<file path="config.mk">
export PLATFORM = sky130hd
export DESIGN_NAME = ssh_plaintext_packet_deframer_core
export DESIGN_NICKNAME = d
export VERILOG_FILES = /design/src/rtl/ssh_dfr_pkg.sv /design/src/rtl/ssh_plaintext_packet_deframer_core.sv /design/src/rtl/ssh_dfr_parse.sv /design/src/rtl/ssh_dfr_resq.sv
export VERILOG_INCLUDE_DIRS = /design/src /design/src/rtl
export SDC_FILE = /design/constraint.sdc
export NUM_CORES = 1
export LEC_CHECK = 0
export BUFFER_PORTS_ARGS = -buffer_cell sky130_fd_sc_hd__clkbuf_2
export CORE_ASPECT_RATIO = 2
export CORE_UTILIZATION = 40
export CTS_CLUSTER_SIZE = 30
export DETAILED_ROUTE_END_ITERATION = 16
export HOLD_SLACK_MARGIN = 0.08
export PLACE_DENSITY = 0.6
export SYNTH_ARGS = -nofsm -noshare
export SYNTH_HDL_FRONTEND = slang
export SYNTH_SLANG_ARGS = --single-unit
</file>
<file path="constraint.sdc">
create_clock -name clk -period 8 [get_ports clk]
set_input_delay 0.8 -clock clk [delete_from_list [all_inputs] [get_ports clk]]
set_output_delay 0.8 -clock clk [all_outputs]
set_load 0.02 [all_outputs]
</file>
<file path="src/rtl/ssh_plaintext_packet_deframer_core_macros.svh">
// Assertion macros shared by the deframer modules.
`ifndef SSH_PLAINTEXT_PACKET_DEFRAMER_CORE_MACROS_SVH
`define SSH_PLAINTEXT_PACKET_DEFRAMER_CORE_MACROS_SVH
`ifndef SYNTH
`define SSH_DFR_ASSERT(label, prop, msg) \
label: assert property (@(posedge clk) disable iff (!rst_n) prop) else $error(msg);
`define SSH_DFR_NEVER(label, cond, msg) \
label: assert property (@(posedge clk) disable iff (!rst_n) !(cond)) else $error(msg);
`else
`define SSH_DFR_ASSERT(label, prop, msg)
`define SSH_DFR_NEVER(label, cond, msg)
`endif
`endif

</file>
<file path="src/rtl/ssh_dfr_pkg.sv">
// Types and constants of the plaintext packet deframer.
package ssh_dfr_pkg;

    localparam int BYTE_W = 8;
    localparam int LEN_W = 16;
    localparam int SEQ_W = 32;
    localparam int HDR_W = 32;
    localparam int HDR_CNT_W = 2;
    localparam int HEADER_BYTES = 4;
    localparam int MIN_PACKET_LENGTH = 2;

    localparam logic [LEN_W-1:0] MAX_PACKET_RESET = 16'd32764;
    localparam logic [LEN_W-1:0] MAX_PAYLOAD_RESET = 16'd32768;

    localparam int CFG_IDX_W = 1;

    localparam int RQ_DEPTH = 4;
    localparam int RQ_PTR_W = 2;
    localparam int RQ_CNT_W = 3;

    typedef enum logic [CFG_IDX_W-1:0] {
        CFG_MAX_PACKET = 1'b0,
        CFG_MAX_PAYLOAD = 1'b1
    } cfg_index_t;

    typedef enum logic [1:0] {
        PH_HEADER = 2'd0,
        PH_PADLEN = 2'd1,
        PH_BODY = 2'd2
    } phase_t;

    typedef enum logic [1:0] {
        KIND_PAYLOAD = 2'd0,
        KIND_DONE = 2'd1,
        KIND_BAD_PACKET = 2'd2,
        KIND_BAD_PAYLOAD = 2'd3
    } kind_t;

    typedef struct packed {
        kind_t kind;
        logic [BYTE_W-1:0] data;
        logic [LEN_W-1:0] plen;
        logic [SEQ_W-1:0] seq;
        logic last;
    } res_t;

    // Up to two results come out of one byte, in order first then second.
    typedef struct packed {
        logic [1:0] count;
        res_t first;
        res_t second;
    } push_t;

endpackage

</file>
<file path="src/rtl/ssh_plaintext_packet_deframer_core.sv">
// Top level of the plaintext packet deframer: input register, parser, result queue.
//
//   channel  direction  handshake              payload
//   in       input      in_valid / in_stall    in_byte
//   out      output     out_valid / out_stall  kind, out_byte, payload_length,
//                                              sequence_res, last
//   cfg      input      cfg_valid / cfg_ready  cfg_index, cfg_data
//
// One byte is taken per cycle while in_stall is low. A byte waits in the input register,
// its results go into the result queue, and a second result, if any, follows the first.
// The parser is combinational on the input register's byte, and the four-entry
// result queue absorbs the two results of a packet ending with no padding.
// Reset is asynchronous and takes effect at once; there is no clearing pass.
// A stall on the output piles up results; with three or more queued, a byte in the input
// register is held there and in_stall rises.
module ssh_plaintext_packet_deframer_core (
    input  logic                               clk,
    input  logic                               rst_n,
    input  logic                               in_valid,
    output logic                               in_stall,
    input  logic [ssh_dfr_pkg::BYTE_W-1:0]     in_byte,
    input  logic                               cfg_valid,
    output logic                               cfg_ready,
    input  logic [ssh_dfr_pkg::CFG_IDX_W-1:0]  cfg_index,
    input  logic [ssh_dfr_pkg::LEN_W-1:0]      cfg_data,
    output logic                               out_valid,
    input  logic                               out_stall,
    output logic [1:0]                         kind,
    output logic [ssh_dfr_pkg::BYTE_W-1:0]     out_byte,
    output logic [ssh_dfr_pkg::LEN_W-1:0]      payload_length,
    output logic [ssh_dfr_pkg::SEQ_W-1:0]      sequence_res,
    output logic                               last
);

    logic in_full_reg, in_full_next;
    logic [ssh_dfr_pkg::BYTE_W-1:0] in_byte_reg;
    logic advance;
    logic accept;
    logic room;
    ssh_dfr_pkg::push_t push;
    ssh_dfr_pkg::res_t head;

    assign cfg_ready = 1'b1;
    assign advance = in_full_reg && room;
    assign in_stall = in_full_reg && !advance;
    assign accept = in_valid && !in_stall;
    assign in_full_next = accept || (in_full_reg && !advance);

    always_ff @(posedge clk or negedge rst_n)
    begin
        if (!rst_n)
        begin
            in_full_reg <= 1'b0;
        end
        else
        begin
            in_full_reg <= in_full_next;
        end
    end

    always_ff @(posedge clk)
    begin
        if (accept)
        begin
            in_byte_reg <= in_byte;
        end
    end

    ssh_dfr_parse u_parse (
        .clk       (clk),
        .rst_n     (rst_n),
        .step      (advance),
        .in_byte   (in_byte_reg),
        .cfg_valid (cfg_valid),
        .cfg_index (cfg_index),
        .cfg_data  (cfg_data),
        .push      (push)
    );

    ssh_dfr_resq u_resq (
        .clk       (clk),
        .rst_n     (rst_n),
        .push      (push),
        .room      (room),
        .out_valid (out_valid),
        .out_stall (out_stall),
        .head      (head)
    );

    assign kind = head.kind;
    assign out_byte = head.data;
    assign payload_length = head.plen;
    assign sequence_res = head.seq;
    assign last = head.last;

endmodule

</file>
<file path="src/rtl/ssh_dfr_parse.sv">
// Packet parser: header, padding length and body tracking, result generation.
`include "ssh_plaintext_packet_deframer_core_macros.svh"

module ssh_dfr_parse (
    input  logic                               clk,
    input  logic                               rst_n,
    input  logic                               step,
    input  logic [ssh_dfr_pkg::BYTE_W-1:0]     in_byte,
    input  logic                               cfg_valid,
    input  logic [ssh_dfr_pkg::CFG_IDX_W-1:0]  cfg_index,
    input  logic [ssh_dfr_pkg::LEN_W-1:0]      cfg_data,
    output ssh_dfr_pkg::push_t                 push
);

    ssh_dfr_pkg::phase_t phase_reg, phase_next;
    logic [ssh_dfr_pkg::HDR_W-1:0] length_shift_reg, length_shift_next;
    logic [ssh_dfr_pkg::HDR_CNT_W-1:0] header_count_reg, header_count_next;
    logic [ssh_dfr_pkg::LEN_W-1:0] bytes_left_reg, bytes_left_next;
    logic [ssh_dfr_pkg::LEN_W-1:0] payload_left_reg, payload_left_next;
    logic [ssh_dfr_pkg::LEN_W-1:0] payload_total_reg, payload_total_next;
    logic [ssh_dfr_pkg::SEQ_W-1:0] receive_sequence_reg, receive_sequence_next;
    logic [ssh_dfr_pkg::LEN_W-1:0] max_packet_reg;
    logic [ssh_dfr_pkg::LEN_W-1:0] max_payload_reg;

    logic [ssh_dfr_pkg::HDR_W-1:0] shift_cat;
    logic hdr_full;
    logic hdr_bad;
    logic [ssh_dfr_pkg::LEN_W-1:0] byte_wide;
    logic pad_short;
    logic [ssh_dfr_pkg::LEN_W-1:0] pad_rem;
    logic pad_bad;
    logic emit_pay;
    logic [ssh_dfr_pkg::LEN_W-1:0] bl_dec;
    logic body_done;

    function automatic ssh_dfr_pkg::res_t make_res(
        input ssh_dfr_pkg::kind_t k,
        input logic [ssh_dfr_pkg::BYTE_W-1:0] d,
        input logic [ssh_dfr_pkg::LEN_W-1:0] pl,
        input logic [ssh_dfr_pkg::SEQ_W-1:0] sq,
        input logic lst
    );
        ssh_dfr_pkg::res_t r;
        r.kind = k;
        r.data = d;
        r.plen = pl;
        r.seq = sq;
        r.last = lst;
        return r;
    endfunction

    // The length field is big-endian, so each header byte enters at the bottom.
    assign shift_cat = {length_shift_reg[ssh_dfr_pkg::HDR_W-ssh_dfr_pkg::BYTE_W-1:0], in_byte};
    assign hdr_full = header_count_reg ==
                      ssh_dfr_pkg::HDR_CNT_W'(ssh_dfr_pkg::HEADER_BYTES - 1);
    assign hdr_bad = (shift_cat < ssh_dfr_pkg::HDR_W'(ssh_dfr_pkg::MIN_PACKET_LENGTH)) ||
                     (shift_cat > {{(ssh_dfr_pkg::HDR_W-ssh_dfr_pkg::LEN_W){1'b0}},
                                   max_packet_reg});

    // In the padding length phase bytes_left still holds the packet length.
    assign byte_wide = {{(ssh_dfr_pkg::LEN_W-ssh_dfr_pkg::BYTE_W){1'b0}}, in_byte};
    assign pad_short = byte_wide >= bytes_left_reg;
    assign pad_rem = bytes_left_reg - byte_wide - ssh_dfr_pkg::LEN_W'(1);
    assign pad_bad = pad_short || (pad_rem > max_payload_reg);

    assign emit_pay = payload_left_reg != '0;
    assign bl_dec = (bytes_left_reg != '0) ? bytes_left_reg - ssh_dfr_pkg::LEN_W'(1) : '0;
    assign body_done = bl_dec == '0;

    always_comb
    begin
        unique case (phase_reg)
            ssh_dfr_pkg::PH_PADLEN:
            begin
                phase_next = pad_bad ? ssh_dfr_pkg::PH_HEADER : ssh_dfr_pkg::PH_BODY;
            end
            ssh_dfr_pkg::PH_BODY:
            begin
                phase_next = body_done ? ssh_dfr_pkg::PH_HEADER : ssh_dfr_pkg::PH_BODY;
            end
            default:
            begin
                phase_next = (hdr_full && !hdr_bad) ? ssh_dfr_pkg::PH_PADLEN
                                                    : ssh_dfr_pkg::PH_HEADER;
            end
        endcase
    end

    always_comb
    begin
        length_shift_next = length_shift_reg;
        header_count_next = header_count_reg;
        bytes_left_next = bytes_left_reg;
        payload_left_next = payload_left_reg;
        payload_total_next = payload_total_reg;
        receive_sequence_next = receive_sequence_reg;
        push = '0;
        unique case (phase_reg)
            ssh_dfr_pkg::PH_PADLEN:
            begin
                if (pad_bad)
                begin
                    push.count = 2'd1;
                    push.first = make_res(ssh_dfr_pkg::KIND_BAD_PAYLOAD, '0, '0, '0, 1'b1);
                end
                else
                begin
                    payload_total_next = pad_rem;
                    payload_left_next = pad_rem;
                    bytes_left_next = bytes_left_reg - ssh_dfr_pkg::LEN_W'(1);
                end
            end
            ssh_dfr_pkg::PH_BODY:
            begin
                bytes_left_next = bl_dec;
                if (emit_pay)
                begin
                    payload_left_next = payload_left_reg - ssh_dfr_pkg::LEN_W'(1);
                end
                if (body_done)
                begin
                    receive_sequence_next = receive_sequence_reg + ssh_dfr_pkg::SEQ_W'(1);
                end
                if (emit_pay && body_done)
                begin
                    push.count = 2'd2;
                    push.first = make_res(ssh_dfr_pkg::KIND_PAYLOAD, in_byte, '0, '0, 1'b0);
                    push.second = make_res(ssh_dfr_pkg::KIND_DONE, '0, payload_total_reg,
                                           receive_sequence_reg, 1'b1);
                end
                else if (emit_pay)
                begin
                    push.count = 2'd1;
                    push.first = make_res(ssh_dfr_pkg::KIND_PAYLOAD, in_byte, '0, '0, 1'b1);
                end
                else if (body_done)
                begin
                    push.count = 2'd1;
                    push.first = make_res(ssh_dfr_pkg::KIND_DONE, '0, payload_total_reg,
                                          receive_sequence_reg, 1'b1);
                end
            end
            default:
            begin
                if (hdr_full)
                begin
                    length_shift_next = '0;
                    header_count_next = '0;
                    if (hdr_bad)
                    begin
                        push.count = 2'd1;
                        push.first = make_res(ssh_dfr_pkg::KIND_BAD_PACKET,
                                              '0, '0, '0, 1'b1);
                    end
                    else
                    begin
                        bytes_left_next = shift_cat[ssh_dfr_pkg::LEN_W-1:0];
                    end
                end
                else
                begin
                    length_shift_next = shift_cat;
                    header_count_next = header_count_reg + ssh_dfr_pkg::HDR_CNT_W'(1);
                end
            end
        endcase
        if (!step)
        begin
            push.count = 2'd0;
        end
    end

    always_ff @(posedge clk or negedge rst_n)
    begin
        if (!rst_n)
        begin
            phase_reg <= ssh_dfr_pkg::PH_HEADER;
            length_shift_reg <= '0;
            header_count_reg <= '0;
            bytes_left_reg <= '0;
            payload_left_reg <= '0;
            payload_total_reg <= '0;
            receive_sequence_reg <= '0;
        end
        else if (step)
        begin
            phase_reg <= phase_next;
            length_shift_reg <= length_shift_next;
            header_count_reg <= header_count_next;
            bytes_left_reg <= bytes_left_next;
            payload_left_reg <= payload_left_next;
            payload_total_reg <= payload_total_next;
            receive_sequence_reg <= receive_sequence_next;
        end
    end

    always_ff @(posedge clk or negedge rst_n)
    begin
        if (!rst_n)
        begin
            max_packet_reg <= ssh_dfr_pkg::MAX_PACKET_RESET;
            max_payload_reg <= ssh_dfr_pkg::MAX_PAYLOAD_RESET;
        end
        else if (cfg_valid)
        begin
            unique case (ssh_dfr_pkg::cfg_index_t'(cfg_index))
                ssh_dfr_pkg::CFG_MAX_PACKET:  max_packet_reg <= cfg_data;
                ssh_dfr_pkg::CFG_MAX_PAYLOAD: max_payload_reg <= cfg_data;
                default:                      max_packet_reg <= max_packet_reg;
            endcase
        end
    end

    // The packet length is at least two, so a body always has a byte left to count.
    `SSH_DFR_ASSERT(a_body_left, phase_reg == ssh_dfr_pkg::PH_BODY |-> bytes_left_reg != '0, "body phase with no bytes left")
    `SSH_DFR_ASSERT(a_payload_fits, phase_reg == ssh_dfr_pkg::PH_BODY |-> payload_left_reg <= bytes_left_reg, "payload count exceeds body count")
    `SSH_DFR_ASSERT(a_seq_on_done, receive_sequence_reg != $past(receive_sequence_reg) |-> $past(step && phase_reg == ssh_dfr_pkg::PH_BODY && body_done), "sequence moved without a finished packet")

endmodule

</file>
<file path="src/rtl/ssh_dfr_resq.sv">
// Result queue: takes up to two results a cycle and hands them out one at a time.
`include "ssh_plaintext_packet_deframer_core_macros.svh"

module ssh_dfr_resq (
    input  logic               clk,
    input  logic               rst_n,
    input  ssh_dfr_pkg::push_t push,
    output logic               room,
    output logic               out_valid,
    input  logic               out_stall,
    output ssh_dfr_pkg::res_t  head
);

    ssh_dfr_pkg::res_t mem_reg [ssh_dfr_pkg::RQ_DEPTH];
    logic [ssh_dfr_pkg::RQ_PTR_W-1:0] wr_ptr_reg, wr_ptr_next;
    logic [ssh_dfr_pkg::RQ_PTR_W-1:0] rd_ptr_reg, rd_ptr_next;
    logic [ssh_dfr_pkg::RQ_CNT_W-1:0] count_reg, count_next;
    logic [ssh_dfr_pkg::RQ_PTR_W-1:0] wr_ptr_second;
    logic pop;

    assign out_valid = count_reg != '0;
    assign head = mem_reg[rd_ptr_reg];
    assign pop = out_valid && !out_stall;
    // Room for a full two-result request, judged on the registered count alone.
    assign room = count_reg <= ssh_dfr_pkg::RQ_CNT_W'(ssh_dfr_pkg::RQ_DEPTH - 2);
    assign wr_ptr_second = wr_ptr_reg + ssh_dfr_pkg::RQ_PTR_W'(1);

    always_comb
    begin
        wr_ptr_next = wr_ptr_reg + ssh_dfr_pkg::RQ_PTR_W'(push.count);
        rd_ptr_next = pop ? rd_ptr_reg + ssh_dfr_pkg::RQ_PTR_W'(1) : rd_ptr_reg;
        count_next = count_reg + ssh_dfr_pkg::RQ_CNT_W'(push.count)
                     - ssh_dfr_pkg::RQ_CNT_W'(pop);
    end

    always_ff @(posedge clk)
    begin
        if (push.count != 2'd0)
        begin
            mem_reg[wr_ptr_reg] <= push.first;
        end
        if (push.count == 2'd2)
        begin
            mem_reg[wr_ptr_second] <= push.second;
        end
    end

    always_ff @(posedge clk or negedge rst_n)
    begin
        if (!rst_n)
        begin
            wr_ptr_reg <= '0;
            rd_ptr_reg <= '0;
            count_reg <= '0;
        end
        else
        begin
            wr_ptr_reg <= wr_ptr_next;
            rd_ptr_reg <= rd_ptr_next;
            count_reg <= count_next;
        end
    end

    `SSH_DFR_NEVER(a_rq_bound, count_reg > ssh_dfr_pkg::RQ_CNT_W'(ssh_dfr_pkg::RQ_DEPTH), "result queue over capacity")
    `SSH_DFR_NEVER(a_rq_room, push.count != 2'd0 && !room, "request pushed without room")
    `SSH_DFR_ASSERT(a_done_last, out_valid && head.kind == ssh_dfr_pkg::KIND_DONE |-> head.last, "packet done marker not flagged last")

endmodule
</file>
Word level (Yosys, flattened, before mapping)
Memory sizes are Yosys's and may differ from the RTL's.
Cells that the tools add are included.
- add/subtract/negate cells: 11
- $lt $le $gt $ge: 5
- eq/ne operators: 7
- mux-type cells: 28
- bitwise operators: 3
- reduce and logical (&&, ||, !) cells: 28
- operators with widths (kind ; count):
    $mux W60 ; 4
    $mux W61 ; 2
    $pmux W61 S2 ; 1
    $mux W16 ; 6
    $pmux W16 S2 ; 2
    $mux W59 ; 1
    $mux W58 ; 1
    $sub A16 B1 Y16 const B ; 3
    $add A32 B1 Y32 const B ; 1
    $gt A32 B16 Y1 ; 1
    $lt A32 B2 Y1 const B ; 1
    $reduce_bool A16 Y1 ; 2
    $mux W24 ; 1
    $ge A8 B16 Y1 ; 1
    $gt A16 B16 Y1 ; 1
    $logic_not A16 Y1 ; 1
    $sub A16 B8 Y16 ; 1
    $mux W2 ; 4
    $reduce_and A4 Y1 ; 2
    $add A2 B1 Y2 const B ; 3
    $eq A2 B2 Y1 const B ; 3
    $logic_and A1 B1 Y1 ; 6
    $reduce_and A2 Y1 ; 3
    $reduce_and A3 Y1 ; 2
    16 further kinds ; 29
- register bits: 156
- RAM bits: 236
- input bits: 30
- output and inout port bits: 62
- logic and storage cells: 97
- memories: 1
- memory list (memory ; depth ; bits a word ; read ports ; clocked after Yosys merged registers in ; wr ports ; line ; source):
    u_resq.mem_reg ; 4 ; 59 ; 1 ; 0 ; 2 ; ssh_dfr_resq.sv:14 ; ssh_dfr_pkg::res_t mem_reg [ssh_dfr_pkg::RQ_DEPTH];

Longest topological paths before layout
- depth in word-level cells: 11
- gate-level depth with buffers: 24

Cells and area by module
Synthesis repeated with hierarchy kept, for this count alone.
- cell total of the unflattened synthesis: 1668
- area total of the unflattened synthesis: 21317.9 sq um
- modules (own cells, without submodules) (module ; times used ; cells an instance ; area an instance (sq um) ; sequential area each (sq um)):
    ssh_dfr_resq ; 1 ; 613 ; 11775.0 ; 7262.0
    ssh_dfr_parse ; 1 ; 1039 ; 9227.6 ; 3520.9
    ssh_plaintext_packet_deframer_core ; 1 ; 16 ; 315.3 ; 265.3

Worst setup path before layout
No wires, ideal clock.
- path kind: flip-flop to flip-flop
- from: register u_parse.bytes_left_reg[0] (netlist bit)
- to: memory u_resq.mem_reg[1][0] (netlist bit), enable pin
- library setup time: 0.598 ns
- arrival time: 5.295 ns
- required time: 7.402 ns
- path slack: 2.107 ns
- cell stages (with the launch flop): 20
- path buffers: 2
- cell sequence: dfrtp_1 ha_1 inv_1 fa_1 nor2b_1 o21ai_0 a21oi_1 o41ai_1 a21oi_1 or2_2 ha_1 nand4_1 nor4_1 or3_1 a31oi_1 a21o_1 clkbuf_1 o31ai_1 buf_2 nand2_1
- RTL lines (what ; line ; source):
    start, declared ; ssh_dfr_parse.sv:18 ; logic [ssh_dfr_pkg::LEN_W-1:0] bytes_left_reg, bytes_left_next;
    start signal, assigned ; ssh_dfr_parse.sv:190 ; bytes_left_reg <= bytes_left_next;
    end, declared ; ssh_dfr_resq.sv:14 ;

==> flow_summary.toml <==
[run_status]
status = "completed"

[yosys]
synth-seq-cells = 392
synth_cell_types = 77
synth_edf_count = 208
synth_ff_type = "edfxtp_1"
synthMuxAreaShare = 0.0906
synth_most_common_cell = "edfxtp_1"
yosys.area_share.simple = 0.0969
postSynthAreaPerCell_um2 = 11.7
ys_warn_count = 0
synth_commonest_cells = "edfxtp_1, dfrtp_1, nand2_1"
synth_fa_ha_area_frac = 0.0386
netlist_instances = 1717
syn_nets = 1808
postSynth.asyncResetShare = 0.378
yosys.area.top_type = "edfxtp_1"
synth_area_leaders = "edfxtp_1, dfrtp_1, mux4_2, a21boi_0, ha_1"
syn_area_mm2 = 0.0202
synth_top_family_by_area = "compound AO/OA/AOI/OAI gates"
yosys.area_share.xor_xnor = 0.0204
synth-seq-area-share = 0.530
synth-compound-area-share = 0.182
netlist.area_leader.share = 0.310

[grt]
overflow = 0
grt_pass1_vias = 15000
top_usage_layer = "met2"
gr-usage-met3 = 0.0227
grt_max_degree = 79
use_met2 = 0.455
antenna_found_initial = 0
use_met1 = 0.239
grt_use_total = 0.233
grt_pass1_wl_um = 91100

[critical_path]
crit_arrival_ns = 6.39
crit_fanout = 24
crit_path_max_incr_delay_ns = 0.74
cpMaxStageDelayCell = "o31ai_1"
cp-endpoint = "u_resq.mem_reg[3][47]"
rrSetupSlack_ns = 1.84
r2r_cells = 16
startpoint_type = "register"
crit_path_start = "in_byte_reg[1]"
path_class = "register to register"
cp_cell_sequence = "inv_1 > ha_1 > a21o_1 > a21oi_1 > o21a_1 > o31ai_1 > nor3_1 > or2_2 > ha_1 > nand4_1 > a2111o_1 > a31oi_1 > a21o_1 > a21boi_0 > nand2_2 > buf_4"
worstReg2RegEnd = "u_resq.mem_reg[3][47]"
crit_required_ns = 8.23
rr_startpoint = "in_byte_reg[1]"
end_kind = "register"

[floorplanning]
num_rows = 116
start_util = 0.404
die_area_mm2 = 0.0514
boundaryPins = 92
dieWidth_um = 161
fp.coreArea_mm2 = 0.0499
chipHeight_um = 319

[placement]
pre_cts_slack_ns = 1.93
gp_congestion = 0.930
portBuffers = 90
dp_cells = 2379
dpl.hpwl_um = 40600

[sta]
slew_headroom = 0.202
fin_worst_skew_ns = 0.0207
hold_viol = 0
period_needed_ns = 6.16
max_slew.worst_pin.slew_ns = 1.20
rsz0062_at_grt = "false"
setup_viol_count_final = 0
post-route-period-util = 0.769
max_freq_mhz = 162
setup_slack_ns = 1.84
setup-tns-final_ns = 0
maxSlewViolCount = 0

[detailed_routing]
ant_nets = 0
dr.pass1.iters = 7
drt_wl_total_um = 59400
drtIter0Drc = 851
drt-vias-per-instance = 5.93
drc = 0
vias = 14500
avgRoutedWirePerCell_um = 24.2

[cells_and_area]
seqCellArea_mm2 = 0.0107
largest_reg_flops = 236
drive_above_1_share = 0.188
diodes = 0
final_cells = 2448
nFillCells = 4708
layout.nets = 1861
area_growth_pct = 12.1
multi_input_area_mm2 = 0.00875

[cts]
cts_tree = "done"
cts_hold_buf = 0
cts_setup_buffers = 0
clk_path_buf_depth = 3
path_clk_slew_ns = 0.06
clk_latency_ns = 0.56
root_buffer = "clkbuf_16"
cts_resized = 0
cts_max_level = 2
cts-buffers-inserted = 38
cts.sinks = 392

[power]
p_leak_nw = 8.03
power_mw = 7.83
power.density_mw_per_mm2 = 347
vdd_ir_drop_max_uv = 399

[job]
maxCapViolCount = 0

[min_path]
min_path_type = "input port to async pin"
[cells by family after synthesis]
logic type               after synthesis
AO/OA/AOI/OAI                        528
flip-flops                           392
AND/OR/NAND/NOR                      380
buffers and inverters                205
multiplexers                         104
adder cells (fa/ha/maj)               61
XOR/XNOR                              46
other                                  1
[metal layers]
| layer | vias up | routed length (um) | part of all wire |
|---|---|---|---|
| met4 | 0 | 3320 | 0.056 |
| met2 | 479 | 33500 | 0.56 |
| met1 | 7272 | 20400 | 0.34 |
| li1 | 6615 | - | - |
| met5 | - | 0 | 0 |
| met3 | 139 | 2150 | 0.036 |
[placed cells by master, fill, tap and decap left out, drive strengths merged, types with 9 or more instances in the layout]
master and instances:
xor2 15, nand3 21, o31ai 25, mux4 59
inv 84, dfrtp 134, and2 9, nand2 117
a211oi 21, buf 47, a31oi 11, nand2b 28
nor3 46, nor2 54, edfxtp 208, o21ai 66
ha 59, o211ai 27, nor4 21, clkbuf 148
dfstp 14, a21boi 184, o22ai 19, mux2 37
dfxtp 36, a21oi 83, nand4 27, o311ai 31
a32oi 10, xnor2 31, or2 15
[report_power, final]
| part | internal [mW] | switching, mW | total, mW |
|---|---|---|---|
| Clock | 1.02 | 0.797 | 1.81 |
| Combinational | 1.24 | 2.13 | 3.37 |
| Sequential | 2.36 | 0.288 | 2.65 |
[per-stage QoR]
| step | area [um2] | hold slack, ns | utilization |
|---|---|---|---|
| CTS | 22600 | 0.331 | 0.453 |
| finish | 22600 | 0.273 | 0.453 |
| floorplan | 20200 | 0.443 | - |
| global placement | 21400 | 0.463 | 0.428 |
| detailed placement | 21400 | 0.468 | 0.428 |
| global route | 22600 | 0.341 | 0.453 |
[how the worst min path moves through the flow]
stage                            endpoint  slack (ns)  depth (start not counted)
CTS                   u_resq.count_reg[1]        0.33                          1
global placement    u_resq.mem_reg[2][58]        0.46                          2
global route          u_resq.count_reg[1]        0.34                          1
finish                u_resq.count_reg[1]        0.27                          1
floorplan           u_resq.mem_reg[2][58]        0.44                          2
detailed placement  u_resq.mem_reg[2][58]        0.47                          2
[worst max-delay path, delay by kind of cell (launching register included)]
family / cells / cell delay [ns]
AO/OA/AOI/OAI: 8 / 2.95
AND/OR/NAND/NOR: 4 / 1.23
adder cells (fa/ha/maj): 2 / 0.63
buffers and inverters: 2 / 0.51
flip-flops: 1 / 0.50
[layout make-up]
type	count	share of cell area
multi-input combinational	1120	0.387
clock inverter	10	0.00432
tap	649	0.0359
clock buffer	59	0.0501
sequential	392	0.473
inverter	82	0.0136
timing repair buffer	136	0.0355
Note: power is estimated with default switching activity, not from simulation.
